File: src/hw/rtl/sfod_pkg.sv
// Shared types, widths and codes for the six-face orientation detector.
// No dependencies; imported by sfod_eval and the top level.
package sfod_pkg;

  // Field widths
  localparam int ACC_W      = 16;
  localparam int THR_W      = 13;
  localparam int FACE_W     = 3;
  localparam int CFG_IDX_W  = 2;
  localparam int CFG_DATA_W = 13;

  // Working width of the compare arithmetic: holds +-(32768 + 16384)
  localparam int CALC_W     = 18;

  // Default fixed-point scaling
  localparam int FRACTION_BITS_DEF = 12;

  // Register indexes
  localparam logic [CFG_IDX_W-1:0] REG_THRESHOLD  = 2'd0;
  localparam logic [CFG_IDX_W-1:0] REG_START_FACE = 2'd1;

  // Face codes
  localparam logic [FACE_W-1:0] FACE_UNKNOWN = 3'd0;
  localparam logic [FACE_W-1:0] FACE_ZP      = 3'd1;
  localparam logic [FACE_W-1:0] FACE_XP      = 3'd2;
  localparam logic [FACE_W-1:0] FACE_YP      = 3'd3;
  localparam logic [FACE_W-1:0] FACE_YN      = 3'd4;
  localparam logic [FACE_W-1:0] FACE_XN      = 3'd5;
  localparam logic [FACE_W-1:0] FACE_ZN      = 3'd6;
  localparam int                FACE_COUNT   = 6;

  // Expected direction of one axis
  typedef enum logic [1:0] {
    AX_ZERO = 2'b00,
    AX_POS  = 2'b01,
    AX_NEG  = 2'b10
  } axis_dir_t;

  typedef struct packed {
    axis_dir_t x;
    axis_dir_t y;
    axis_dir_t z;
  } face_vec_t;

  // Unit vector of a face; the unknown face points nowhere
  function automatic face_vec_t face_vec(logic [FACE_W-1:0] f);
    face_vec_t v;
    v.x = AX_ZERO;
    v.y = AX_ZERO;
    v.z = AX_ZERO;
    unique case (f)
      FACE_ZP: v.z = AX_POS;
      FACE_XP: v.x = AX_POS;
      FACE_YP: v.y = AX_POS;
      FACE_YN: v.y = AX_NEG;
      FACE_XN: v.x = AX_NEG;
      FACE_ZN: v.z = AX_NEG;
      default: v.x = AX_ZERO;
    endcase
    return v;
  endfunction

endpackage

File: src/hw/rtl/six_face_orientation_detector_top.sv
// Six-face orientation detector, top level. A request passes through the
// input register, then the result register, before its result is valid.
// Throughput: one request per cycle while out_stall does not hold a result;
// the face register feeds back through the compare logic in sfod_eval.
// Reset (rst_n low, synchronous): pipeline empty, face unknown, threshold
// 0.4 g. Depends on sfod_pkg and sfod_eval.
module six_face_orientation_detector_top
  import sfod_pkg::*;
#(
  parameter int FRACTION_BITS = FRACTION_BITS_DEF
) (
  input  logic                    clk,
  input  logic                    rst_n,
  // input requests
  input  logic                    in_valid,
  output logic                    in_stall,
  input  logic signed [ACC_W-1:0] in_accel_x,
  input  logic signed [ACC_W-1:0] in_accel_y,
  input  logic signed [ACC_W-1:0] in_accel_z,
  // results
  output logic                    out_valid,
  input  logic                    out_stall,
  output logic [FACE_W-1:0]       out_face,
  // configuration
  input  logic                    cfg_wr_en,
  input  logic [CFG_IDX_W-1:0]    cfg_index,
  input  logic [CFG_DATA_W-1:0]   cfg_wdata
);

  localparam logic [THR_W-1:0] THRESHOLD_RESET =
    THR_W'((2 * (1 << FRACTION_BITS) + 2) / 5);

  logic                    s1_valid_r, s1_valid_nxt;
  logic signed [ACC_W-1:0] s1_x_r, s1_y_r, s1_z_r;
  logic                    out_valid_r, out_valid_nxt;
  logic [FACE_W-1:0]       out_face_r;
  logic [FACE_W-1:0]       face_r, face_nxt;
  logic [THR_W-1:0]        threshold_r, threshold_nxt;
  logic [FACE_W-1:0]       eval_face;
  logic                    in_take, s1_adv, out_free;

  // Handshake
  assign out_free = !out_valid_r || !out_stall;
  assign s1_adv   = s1_valid_r && out_free;
  assign in_stall = s1_valid_r && !out_free;
  assign in_take  = in_valid && !in_stall;

  // Hold the request in the input register
  always_ff @(posedge clk) begin
    if (in_take) begin
      s1_x_r <= in_accel_x;
      s1_y_r <= in_accel_y;
      s1_z_r <= in_accel_z;
    end
  end

  always_comb begin
    s1_valid_nxt = s1_valid_r;
    if (in_take) begin
      s1_valid_nxt = 1'b1;
    end else if (s1_adv) begin
      s1_valid_nxt = 1'b0;
    end
  end

  sfod_eval #(
    .FRACTION_BITS(FRACTION_BITS)
  ) u_eval (
    .face_i    (face_r),
    .accel_x   (s1_x_r),
    .accel_y   (s1_y_r),
    .accel_z   (s1_z_r),
    .threshold (threshold_r),
    .face_o    (eval_face)
  );

  // Advance the face state and config registers
  always_comb begin
    face_nxt      = face_r;
    threshold_nxt = threshold_r;
    if (s1_adv) begin
      face_nxt = eval_face;
    end
    if (cfg_wr_en) begin
      unique case (cfg_index)
        REG_THRESHOLD:  threshold_nxt = cfg_wdata[THR_W-1:0];
        REG_START_FACE: face_nxt = (cfg_wdata[FACE_W-1:0] <= FACE_ZN) ?
                                   cfg_wdata[FACE_W-1:0] : FACE_UNKNOWN;
        default:        threshold_nxt = threshold_r;
      endcase
    end
  end

  // Drop the result once taken, load a new one on advance
  always_comb begin
    out_valid_nxt = out_valid_r;
    if (s1_adv) begin
      out_valid_nxt = 1'b1;
    end else if (!out_stall) begin
      out_valid_nxt = 1'b0;
    end
  end

  always_ff @(posedge clk) begin
    if (s1_adv) begin
      out_face_r <= eval_face;
    end
  end

  always_ff @(posedge clk) begin
    if (!rst_n) begin
      s1_valid_r  <= 1'b0;
      out_valid_r <= 1'b0;
      face_r      <= FACE_UNKNOWN;
      threshold_r <= THRESHOLD_RESET;
    end else begin
      s1_valid_r  <= s1_valid_nxt;
      out_valid_r <= out_valid_nxt;
      face_r      <= face_nxt;
      threshold_r <= threshold_nxt;
    end
  end

  assign out_valid = out_valid_r;
  assign out_face  = out_face_r;

endmodule

File: src/hw/rtl/sfod_eval.sv
// Next-face evaluation: departure test against the current face, then
// the six-face match scan. Pure combinational; depends on sfod_pkg.
module sfod_eval
  import sfod_pkg::*;
#(
  parameter int FRACTION_BITS = FRACTION_BITS_DEF
) (
  input  logic [FACE_W-1:0]       face_i,
  input  logic signed [ACC_W-1:0] accel_x,
  input  logic signed [ACC_W-1:0] accel_y,
  input  logic signed [ACC_W-1:0] accel_z,
  input  logic [THR_W-1:0]        threshold,
  output logic [FACE_W-1:0]       face_o
);

  localparam logic signed [CALC_W-1:0] ONE_G =
    {{(CALC_W-1){1'b0}}, 1'b1} << FRACTION_BITS;

  logic signed [CALC_W-1:0] ax, ay, az, thr, lim;
  face_vec_t                cur_vec, cand_vec;
  logic                     depart;

  // An axis departs from its expected direction
  function automatic logic axis_departs(axis_dir_t d, logic signed [CALC_W-1:0] a,
                                        logic signed [CALC_W-1:0] t);
    logic r;
    case (d)
      AX_POS:  r = a < (ONE_G - t);
      AX_NEG:  r = a > (t - ONE_G);
      default: r = (a < -t) || (a > t);
    endcase
    return r;
  endfunction

  // An axis lies within the match window of its expected direction
  function automatic logic axis_matches(axis_dir_t d, logic signed [CALC_W-1:0] a,
                                        logic signed [CALC_W-1:0] l);
    logic signed [CALC_W-1:0] target;
    logic signed [CALC_W-1:0] diff;
    logic signed [CALC_W-1:0] mag;
    case (d)
      AX_POS:  target = ONE_G;
      AX_NEG:  target = -ONE_G;
      default: target = '0;
    endcase
    diff = target - a;
    mag  = (diff < 0) ? -diff : diff;
    return mag < l;
  endfunction

  // Widen operands to the compare width
  assign ax  = {{(CALC_W-ACC_W){accel_x[ACC_W-1]}}, accel_x};
  assign ay  = {{(CALC_W-ACC_W){accel_y[ACC_W-1]}}, accel_y};
  assign az  = {{(CALC_W-ACC_W){accel_z[ACC_W-1]}}, accel_z};
  assign thr = {{(CALC_W-THR_W){1'b0}}, threshold};
  assign lim = ONE_G - thr;

  // Hysteresis: re-evaluate only when some axis leaves the current face
  assign cur_vec = face_vec(face_i);
  assign depart  = axis_departs(cur_vec.x, ax, thr) ||
                   axis_departs(cur_vec.y, ay, thr) ||
                   axis_departs(cur_vec.z, az, thr);

  // Scan faces in order; the last match wins, no match keeps the face
  always_comb begin
    face_o   = face_i;
    cand_vec = face_vec(FACE_UNKNOWN);
    if (depart) begin
      for (int i = 1; i <= FACE_COUNT; i++) begin
        cand_vec = face_vec(FACE_W'(i));
        if (axis_matches(cand_vec.x, ax, lim) &&
            axis_matches(cand_vec.y, ay, lim) &&
            axis_matches(cand_vec.z, az, lim)) begin
          face_o = FACE_W'(i);
        end
      end
    end
  end

endmodule
File: config.mk
export PLATFORM = sky130hd
export DESIGN_NAME = six_face_orientation_detector_top
export DESIGN_NICKNAME = d
export VERILOG_FILES = /design/src/hw/rtl/sfod_pkg.sv /design/src/hw/rtl/six_face_orientation_detector_top.sv /design/src/hw/rtl/sfod_eval.sv
export SDC_FILE = /design/constraint.sdc
export NUM_CORES = 1
export LEC_CHECK = 0
export BUFFER_PORTS_ARGS = -buffer_cell sky130_fd_sc_hd__buf_2
export CORE_UTILIZATION = 33
export CTS_CLUSTER_DIAMETER = 150
export DETAILED_ROUTE_END_ITERATION = 8
export HOLD_SLACK_MARGIN = 0.06
export SLEW_MARGIN = 0
export SYNTH_ARGS = -nofsm -noshare
export SYNTH_HDL_FRONTEND = slang
export SYNTH_SLANG_ARGS = --single-unit
File: constraint.sdc
create_clock -name clk -period 18.77 [get_ports clk]
set_input_delay 0 -clock clk [delete_from_list [all_inputs] [get_ports clk]]
set_output_delay 0 -clock clk [all_outputs]
set_load 0.01 [all_outputs]
==> results of run 1 <==
==> worst max-delay path by stage <==
| stage | from | to | slack (ns) |
|---|---|---|---|
| global route | s1_x_r[0] | out_face[0] | 11.98 |
| global placement | s1_x_r[0] | out_face[0] | 12.55 |
| CTS | s1_x_r[0] | out_face[0] | 12.44 |
| detailed placement | s1_x_r[0] | out_face[0] | 12.45 |
| finish | s1_x_r[0] | out_face[0] | 12.40 |
| floorplan | threshold_r[3] | out_face[0] | 11.11 |
==> layout make-up <==
type	count	area [sq um]
Multi-Input combinational cell	1381	10200
Fill cell	3676	22500
Clock buffer	10	250
Inverter	53	199
Clock inverter	6	72.6
Timing Repair Buffer	157	1170
Sequential cell	69	1890
Tap cell	504	631
==> routing by layer <==
metal	vias to the layer above	GRT usage, %	share of wire [%]
met4	0	8.56	3.6
li1	5983	-	-
met1	5753	28.2	46
met2	396	34.2	45
met3	91	2.65	5.4
met5	-	0	0
==> placed cells by master, fill, tap and decap left out, types with 8 or more instances in the layout <==
cell type,instances
edfxtp_1,51
dfxtp_1,18
clkbuf_16,10
o21ai_0,70
inv_1,52
a21o_1,27
a31oi_1,16
and4_1,10
dlygate4sd3_1,70
and3_1,12
buf_2,72
ha_1,271
o21a_1,8
nand4_1,32
conb_1,9
xor2_1,65
or2_2,11
nand3b_1,8
nor4_1,23
a21oi_1,117
nand2b_1,16
nor2b_1,25
xnor2_1,98
or3_1,13
a2111oi_0,8
o211ai_1,23
buf_4,15
nand2_1,142
nor3_1,40
nor2_1,146
nand3_1,42
a211oi_1,15
==> worst min-delay path, cell delays in order <==
cell and delay, ns:
buf_2 0.11, nor3b_2 0.15, nand2_1 0.11, a21oi_1 0.05
==> metrics by stage <==
stage	total power, W	setup slack [ns]	hold slack (ns)
final	0.000678	12.40	0.0801
after global placement	0.000461	12.55	0.176
after floorplan	0.000390	11.11	0.0989
after detailed placement	0.000468	12.45	0.178
after global routing	0.000727	11.98	0.101
after CTS	0.000679	12.44	0.0710
==> where the power goes <==
part | internal (W) | switching [W] | leakage (nW)
registers | 0.000174 | 0.0000231 | 0.645
clock network | 0.000113 | 0.0000834 | 0.161
logic | 0.000124 | 0.000160 | 5.36
total | 0.000412 | 0.000266 | 6.17
==> state kept, by name, indices dropped and copies added, names as in the netlist <==
| signal | count |
|---|---|
| s1_valid_r | 1 |
| out_face | 3 |
| threshold_r | 13 |
| out_valid | 1 |
| s1_z_r | 16 |
| face_r | 3 |
| s1_x_r | 16 |
| s1_y_r | 16 |
==> cell families after synthesis <==
kind of cell	Yosys count	share of synthesized area, %
xor+xnor	163	11.5
other cells	1	0.0301
flops	69	15.2
fa+ha+maj	273	27.4
simple gates	570	23.5
buf+inv	96	3.23
mux	10	0.835
compound gates	356	18.3
==> repair_timing <==
action                                  4_1_cts  5_1_grt
endpoints found under the setup margin        0        0
hold endpoints to repair                     65        0
resized for setup                             0        0
hold buffers                                 70        0
buffers inserted                              0        0
==> flow_summary.rst, run 1 <==
.. list-table::
   :header-rows: 1

   * - Metric
     - Value
   * - Area growth from synthesis to layout
     - 15.9%
   * - Number of inserted diodes
     - 0
   * - Post-detailed-placement half-perimeter wirelength
     - approximately 31000 microns
   * - Total detailed-routing wirelength
     - ~40000 microns
   * - Crit path capture type
     - register
   * - Net count reported at finish
     - between 2000 and 2500
   * - Cell with the most instances after synthesis
     - ha_1
   * - Worst-case headroom to the max-slew limit
     - 25.8%
   * - Worst min-delay path endpoint
     - threshold_r[3]
   * - Critical path depth
     - 19
   * - Slowest cell delay on critical path
     - between 0.6 and 0.7 ns
   * - Number of buffers created by CTS
     - 9
   * - Source-to-sink clock delay at the later pin of the worst-skew pair
     - ~0.38 ns
   * - Number of different library cells in the post-synthesis netlist
     - 89
   * - Yosys top cell by area
     - ha_1
   * - Sequential cell area fraction in the yosys report
     - between 10% and 20%
   * - PD cells
     - 47.0 nW/um^2
   * - Highest clock rate
     - between 150 and 200 MHz
   * - Largest cells by area after synthesis
     - ha_1 (27%), edfxtp_1 (12%), xnor2_1 (6.9%)
   * - Wire length of the first global-routing pass
     - 63300 microns
   * - Total global-route track usage
     - a little over a fifth
   * - Total of flip-flops plus latches after synthesis
     - 69
   * - Via density per instance
     - about 5.6
   * - DIE AREA
     - 38500 sq um
   * - H-tree depth
     - 3
   * - Finished layout cell area
     - 14400 sq um
   * - Peak supply drop
     - roughly 0.06 mV
   * - Most frequent cells after synthesis
     - ha_1 (271), nor2_1 (146), nand2_1 (142)
   * - Final-report max-slew violation count
     - 0
   * - Remaining number of nets flagged by the antenna check after routing
     - 0
   * - Clock-pin slew on the worst setup and hold paths
     - 0.08 ns
   * - Starting utilization of the core area
     - 33.7%
   * - CTS Sinks
     - between 60 and 70
   * - Buffers and inverters on the worst path
     - 1
   * - Post-route core utilization
     - a little under 40%
   * - Ys Warns
     - 0
   * - Result of the run
     - finished, final reports clean
   * - Reg-to-Reg Start
     - s1_x_r[0]
   * - Post-synth ARST share
     - 0%
   * - Portion of synthesized cell area occupied by the leading cell type
     - 27.2%
   * - Cell at the root of the clock tree
     - clkbuf_16
   * - Fraction of final layout cells sized beyond drive strength 1
     - under 10%
   * - Arrival time of data at the critical path endpoint
     - between 6 and 7 ns
   * - Antenna violations before repair
     - 0
   * - Boundary pin count
     - between 70 and 80
   * - Number of failing setup endpoints in the final timing report
     - 0
   * - EDFF count, synth
     - 51
   * - Mean routed wirelength per cell
     - ~18 microns
   * - Die boundary width
     - 196 microns
   * - Number of port buffers
     - 72
   * - Reg-to-reg endpoint
     - out_face[0]
   * - Setup slack of the most critical reg-to-reg path
     - between 10 and 15 ns
   * - Final worst-path cycle share
     - 33.9%
   * - Worst Clk Skew
     - 0.0183 ns
   * - Standard cell area after detailed placement
     - between 10000 and 15000 sq um
   * - Worst Min Path Start
     - cfg_index[1]
   * - Classification of the worst-slack hold path
     - in2reg
   * - Total grt overflow
     - 0
   * - Placeable core region
     - roughly 37000 sq um
   * - Detailed-routing iteration count for the pre-antenna-repair pass
     - 5
   * - Number of DRC markers after the initial detailed-route iteration
     - around 850
   * - Count of endpoints failing hold in the final timing report
     - 0
   * - Depth of the worst register-to-register path
     - 19
   * - Number of instances in the placed design
     - approximately 2100
   * - Prevailing post-synth register cell
     - edfxtp_1
   * - Period minus WS final
     - ~6.4 ns
   * - CP Data Required Time
     - 18.89 ns
   * - Cell-by-cell trace of the critical path
     - inv_1, ha_1, or4b_2, a2111oi_2, and3b_1, nand3b_1, nor4_1, nand2_1, o31ai_1, ha_1, and4_1, nand2_1, and3b_1, nor3_1, mux2_2, or2_2, or2_2, a21boi_0, mux2_2
   * - CP startpoint kind
     - register
   * - Via count
     - 12200
   * - Setup repair after global routing missed its margin
     - no
   * - LEAKAGE
     - 6.17 nW
   * - Reported max-cap violation count
     - 0
   * - Critical path class
     - reg2reg
   * - Cell row count
     - 70
   * - Worst hold path stage count
     - 4
   * - Pin count of the biggest net entering global routing
     - 55
   * - Via count of the first global-routing pass
     - approximately 12000
   * - DRC Markers
     - 0
   * - Slowest cell on crit path
     - or4b_2
   * - Clock tree from TritonCTS
     - yes
   * - Final weighted congestion in routability-driven placement
     - roughly 0.89
   * - Average footprint of a synthesized cell
     - 8.09 sq um
   * - Pin slew with the least headroom to its limit
     - between 1 and 1.5 ns
   * - Layout Cells excl Fill
     - 2180
   * - Number of cells produced by synthesis
     - around 1500
   * - Maximum clock path buffer count
     - 2
   * - Dominant delay contributor by cell family on the critical path
     - simple AND/OR/NAND/NOR gates
   * - Setup TNS Final
     - 0 ns
   * - Height of the die
     - 196 microns
   * - Combined area of all synthesized cells
     - between 10000 and 15000 sq um
   * - Critical path fanouts, max
     - 11
(Power assumes the default switching activity.)
==> run 2, diff against run 1 <==
==> constraint.sdc (replaced) <==
create_clock -name clk -period 6.36 [get_ports clk]
set_input_delay 0 -clock clk [delete_from_list [all_inputs] [get_ports clk]]
set_output_delay 0 -clock clk [all_outputs]
set_load 0.01 [all_outputs]
==> run 2 against run 1 <==
  * Total power grew to 2.9 times the previous value
  * Hold slack gained 0.021 ns
  * Critical path depth grew 1
  * Sequential share of layout area shrank 0.19 points
  * Design area grew 1.5%
  * Sequential power grew to 2.9 times the previous value
  * First-iteration DRC count grew 4.4%
  * Via count is essentially flat
  * Flip-flop and latch count is the same
  * Core utilization grew 0.58 points
  * Largest power group unchanged
  * Highest routed layer unchanged
==> flow_summary.rst, run 2 (synthesis gave the netlist of run 1 again) <==
.. list-table::
   :header-rows: 1

   * - Metric
     - Value
   * - Detailed-routing iteration count for the pre-antenna-repair pass
     - 5 (unchanged)
   * - CP startpoint kind
     - register
   * - Source-to-sink clock delay at the later pin of the worst-skew pair
     - 0.37 ns (about the same)
   * - Total global-route track usage
     - 20.7% (-0.43 points)
   * - CP Data Required Time
     - 6.48 ns (-12.41 ns)
   * - PD cells
     - 136 nW/um^2 (+190%)
   * - Sequential Power Share
     - 28.7% (-0.4 points)
   * - Setup slack of the most critical reg-to-reg path
     - 0.43 ns (-11.98 ns)
   * - Final-report max-slew violation count
     - 0 (unchanged)
   * - Worst Clk Skew
     - 0.0153 ns (-0.00301 ns)
   * - Clock tree from TritonCTS
     - yes
   * - Number of DRC markers after the initial detailed-route iteration
     - 886 (+4.4%)
   * - Classification of the worst-slack hold path
     - in2reg
   * - Top Registers
     - s1_x_r (16), s1_y_r (16), s1_z_r (16)
   * - Clk pwr share
     - 28.1% (-0.9 points)
   * - Boundary pin count
     - 73 (unchanged)
   * - Top library cells by usage in the layout, fill and taps aside
     - ha_1 (270), nor2_1 (145), nand2_1 (142)
   * - Worst min-delay path endpoint
     - threshold_r[4]
   * - Reg-to-reg endpoint
     - out_face[0]
   * - Number of fillers in the final layout
     - 3742 (+1.8%)
   * - LEAKAGE
     - 6.29 nW (+2.0%)
   * - Total detailed-routing wirelength
     - 39400 microns (-1.5%)
   * - Post-Place Worst Slack
     - 0.263 ns (-12.19 ns)
   * - Height of the die
     - 196 microns (unchanged)
   * - Cell row count
     - 70 (unchanged)
   * - Result of the run
     - finished, final reports clean
   * - P_sw
     - 0.000768 W (+190%)
   * - Setup TNS Final
     - 0 ns (unchanged)
   * - Finished layout cell area
     - 14600 sq um (+1.5%)
   * - Via density per instance
     - 5.55 (-1.1%)
   * - Maximum clock path buffer count
     - 2 (unchanged)
   * - Crit path capture type
     - register
   * - DRC Markers
     - 0 (unchanged)
   * - Pin slew with the least headroom to its limit
     - 1.12 ns (+0.00644 ns)
   * - Placeable core region
     - 36900 sq um (unchanged)
   * - Depth of the worst register-to-register path
     - 20 (+1)
   * - Standard cell area after detailed placement
     - 13600 sq um (+1.3%)
   * - Period minus WS final
     - 5.93 ns (-0.434 ns)
   * - Via count of the first global-routing pass
     - 11900 (+1.8%)
   * - DIE AREA
     - 38500 sq um (unchanged)
   * - Reported max-cap violation count
     - 0 (unchanged)
   * - Remaining number of nets flagged by the antenna check after routing
     - 0 (unchanged)
   * - Number of failing setup endpoints in the final timing report
     - 0 (unchanged)
   * - Post-detailed-placement half-perimeter wirelength
     - 31100 microns (+0.90%)
   * - Cell at the root of the clock tree
     - clkbuf_16
   * - Die boundary width
     - 196 microns (unchanged)
   * - Starting utilization of the core area
     - 33.7% (unchanged)
   * - Mean routed wirelength per cell
     - 17.9 microns (-2.5%)
   * - Pin count of the biggest net entering global routing
     - 49 (-11%)
   * - Number of buffers created by CTS
     - 9 (unchanged)
   * - Most frequent standard cell in the layout excluding fill and tap cells
     - ha_1
   * - Worst setup margin
     - 0.428 ns (-11.98 ns)
   * - Comb pwr share
     - 43.2% (+1.3 points)
   * - Net count reported at finish
     - 2033 (+1.1%)
   * - Number of port buffers
     - 72 (unchanged)
   * - Clock-pin slew on the worst setup and hold paths
     - 0.07 ns (about the same)
   * - Antenna violations before repair
     - 0 (unchanged)
   * - Final weighted congestion in routability-driven placement
     - 0.919 (+2.8%)
   * - Critical path class
     - reg2reg
   * - Highest clock rate
     - 169 MHz (+7.3%)
   * - Wire length of the first global-routing pass
     - 62600 microns (-1.1%)
   * - Total grt overflow
     - 0 (unchanged)
   * - H-tree depth
     - 3 (unchanged)
   * - Worst Min Path Start
     - cfg_index[1]
   * - Worst hold path stage count
     - 4 (unchanged)
   * - Critical path fanouts, max
     - 9 (-2)
   * - Count of endpoints failing hold in the final timing report
     - 0 (unchanged)
   * - Setup repair after global routing missed its margin
     - no
   * - Worst-case headroom to the max-slew limit
     - 25.3% (-0.43 points)
   * - Area growth from synthesis to layout
     - 17.6%
   * - Peak supply drop
     - 0.135 mV (+120%)
   * - Via count
     - 12200 (-0.049%)
   * - Fraction of final layout cells sized beyond drive strength 1
     - 10.1% (+1.7 points)
   * - Number of inserted diodes
     - 0 (unchanged)
   * - Switching power share of the total
     - 38.7% (-0.53 points)
   * - Design internal power
     - 0.00122 W (+200%)
   * - Final worst-path cycle share
     - 93.3% (+59 points)
   * - CTS Sinks
     - 69 (unchanged)
   * - Arrival time of data at the critical path endpoint
     - 6.06 ns (-0.43 ns)
   * - Reg-to-Reg Start
     - s1_y_r[0]
-- run 2: cell type report --
type / count / area [sq um] / share of cell area [%]
inverters: 53 / 199 / 1.36
well taps: 504 / 631 / 4.31
clock buffers: 12 / 289 / 1.97
repair buffers: 180 / 1350 / 9.20
clock inverters: 4 / 31.3 / 0.214
multi-input cells: 1381 / 10200 / 70.0
flip-flops and latches: 69 / 1890 / 12.9
-- run 2: power groups by stage --
stage | Clock, W | Combinational [W] | Sequential (W)
floorplan | 0 | 0.000602 | 0.000549
global placement | 0 | 0.000788 | 0.000576
detailed placement | 0 | 0.000811 | 0.000576
CTS | 0.000568 | 0.000850 | 0.000567
global route | 0.000583 | 0.000974 | 0.000573
finish | 0.000558 | 0.000858 | 0.000569
-- run 2: per-layer routing --
layer	vias to the layer above	GRT usage [%]	share of wire [%]	wire [microns]
met5	-	0	0	0
met2	358	34.9	45	17800
li1	6038	-	-	-
met3	97	3.20	5.4	2120
met1	5724	25.9	45	17700
met4	0	9.03	4.3	1700
-- run 2: metrics by stage --
step | util (%) | power [W] | hold slack, ns | std cells
finish | 39.7 | 0.00198 | 0.101 | 2203
global route | 39.7 | 0.00213 | 0.117 | 2203
CTS | 39.6 | 0.00199 | 0.0817 | 2203
detailed placement | 36.8 | 0.00139 | 0.178 | 2117
global placement | 36.8 | 0.00136 | 0.176 | 2117
floorplan | - | 0.00115 | 0.0989 | 1546
-- run 2: worst max-delay path, stage by stage, from the launching register on --
cell and delay, ns:
edfxtp_1 0.49, inv_1 0.16, ha_2 0.25, or3b_2 0.54
nor2_2 0.19, xnor2_1 0.21, or4b_4 0.64, nor4b_4 0.32
and2b_4 0.25, mux2i_1 0.23, a22oi_2 0.08, xor2_1 0.15
ha_1 0.32, a21oi_1 0.14, o21ai_0 0.11, a2111oi_2 0.41
a22oi_2 0.15, or2_2 0.33, or2_2 0.32, a21boi_0 0.14
mux2_2 0.27
-- run 2: what timing repair did --
action | 4_1_cts | 5_1_grt
hold buffers | 70 | 0
buffers inserted | 0 | 0
endpoints found under the setup margin | 0 | 6
gates resized for setup | 0 | 8
endpoints found under the hold margin | 65 | 0
-- run 2: worst max path at each step --
stage	startpoint	endpoint	depth (start not counted)
4_1_cts	s1_y_r[0]	out_face[0]	20
3_5_place_dp	s1_y_r[0]	out_face[0]	20
6_report	s1_y_r[0]	out_face[0]	20
2_1_floorplan	threshold_r[3]	out_face[0]	16
5_1_grt	s1_y_r[0]	face_r[1]	21
3_3_place_gp	s1_y_r[0]	out_face[0]	20
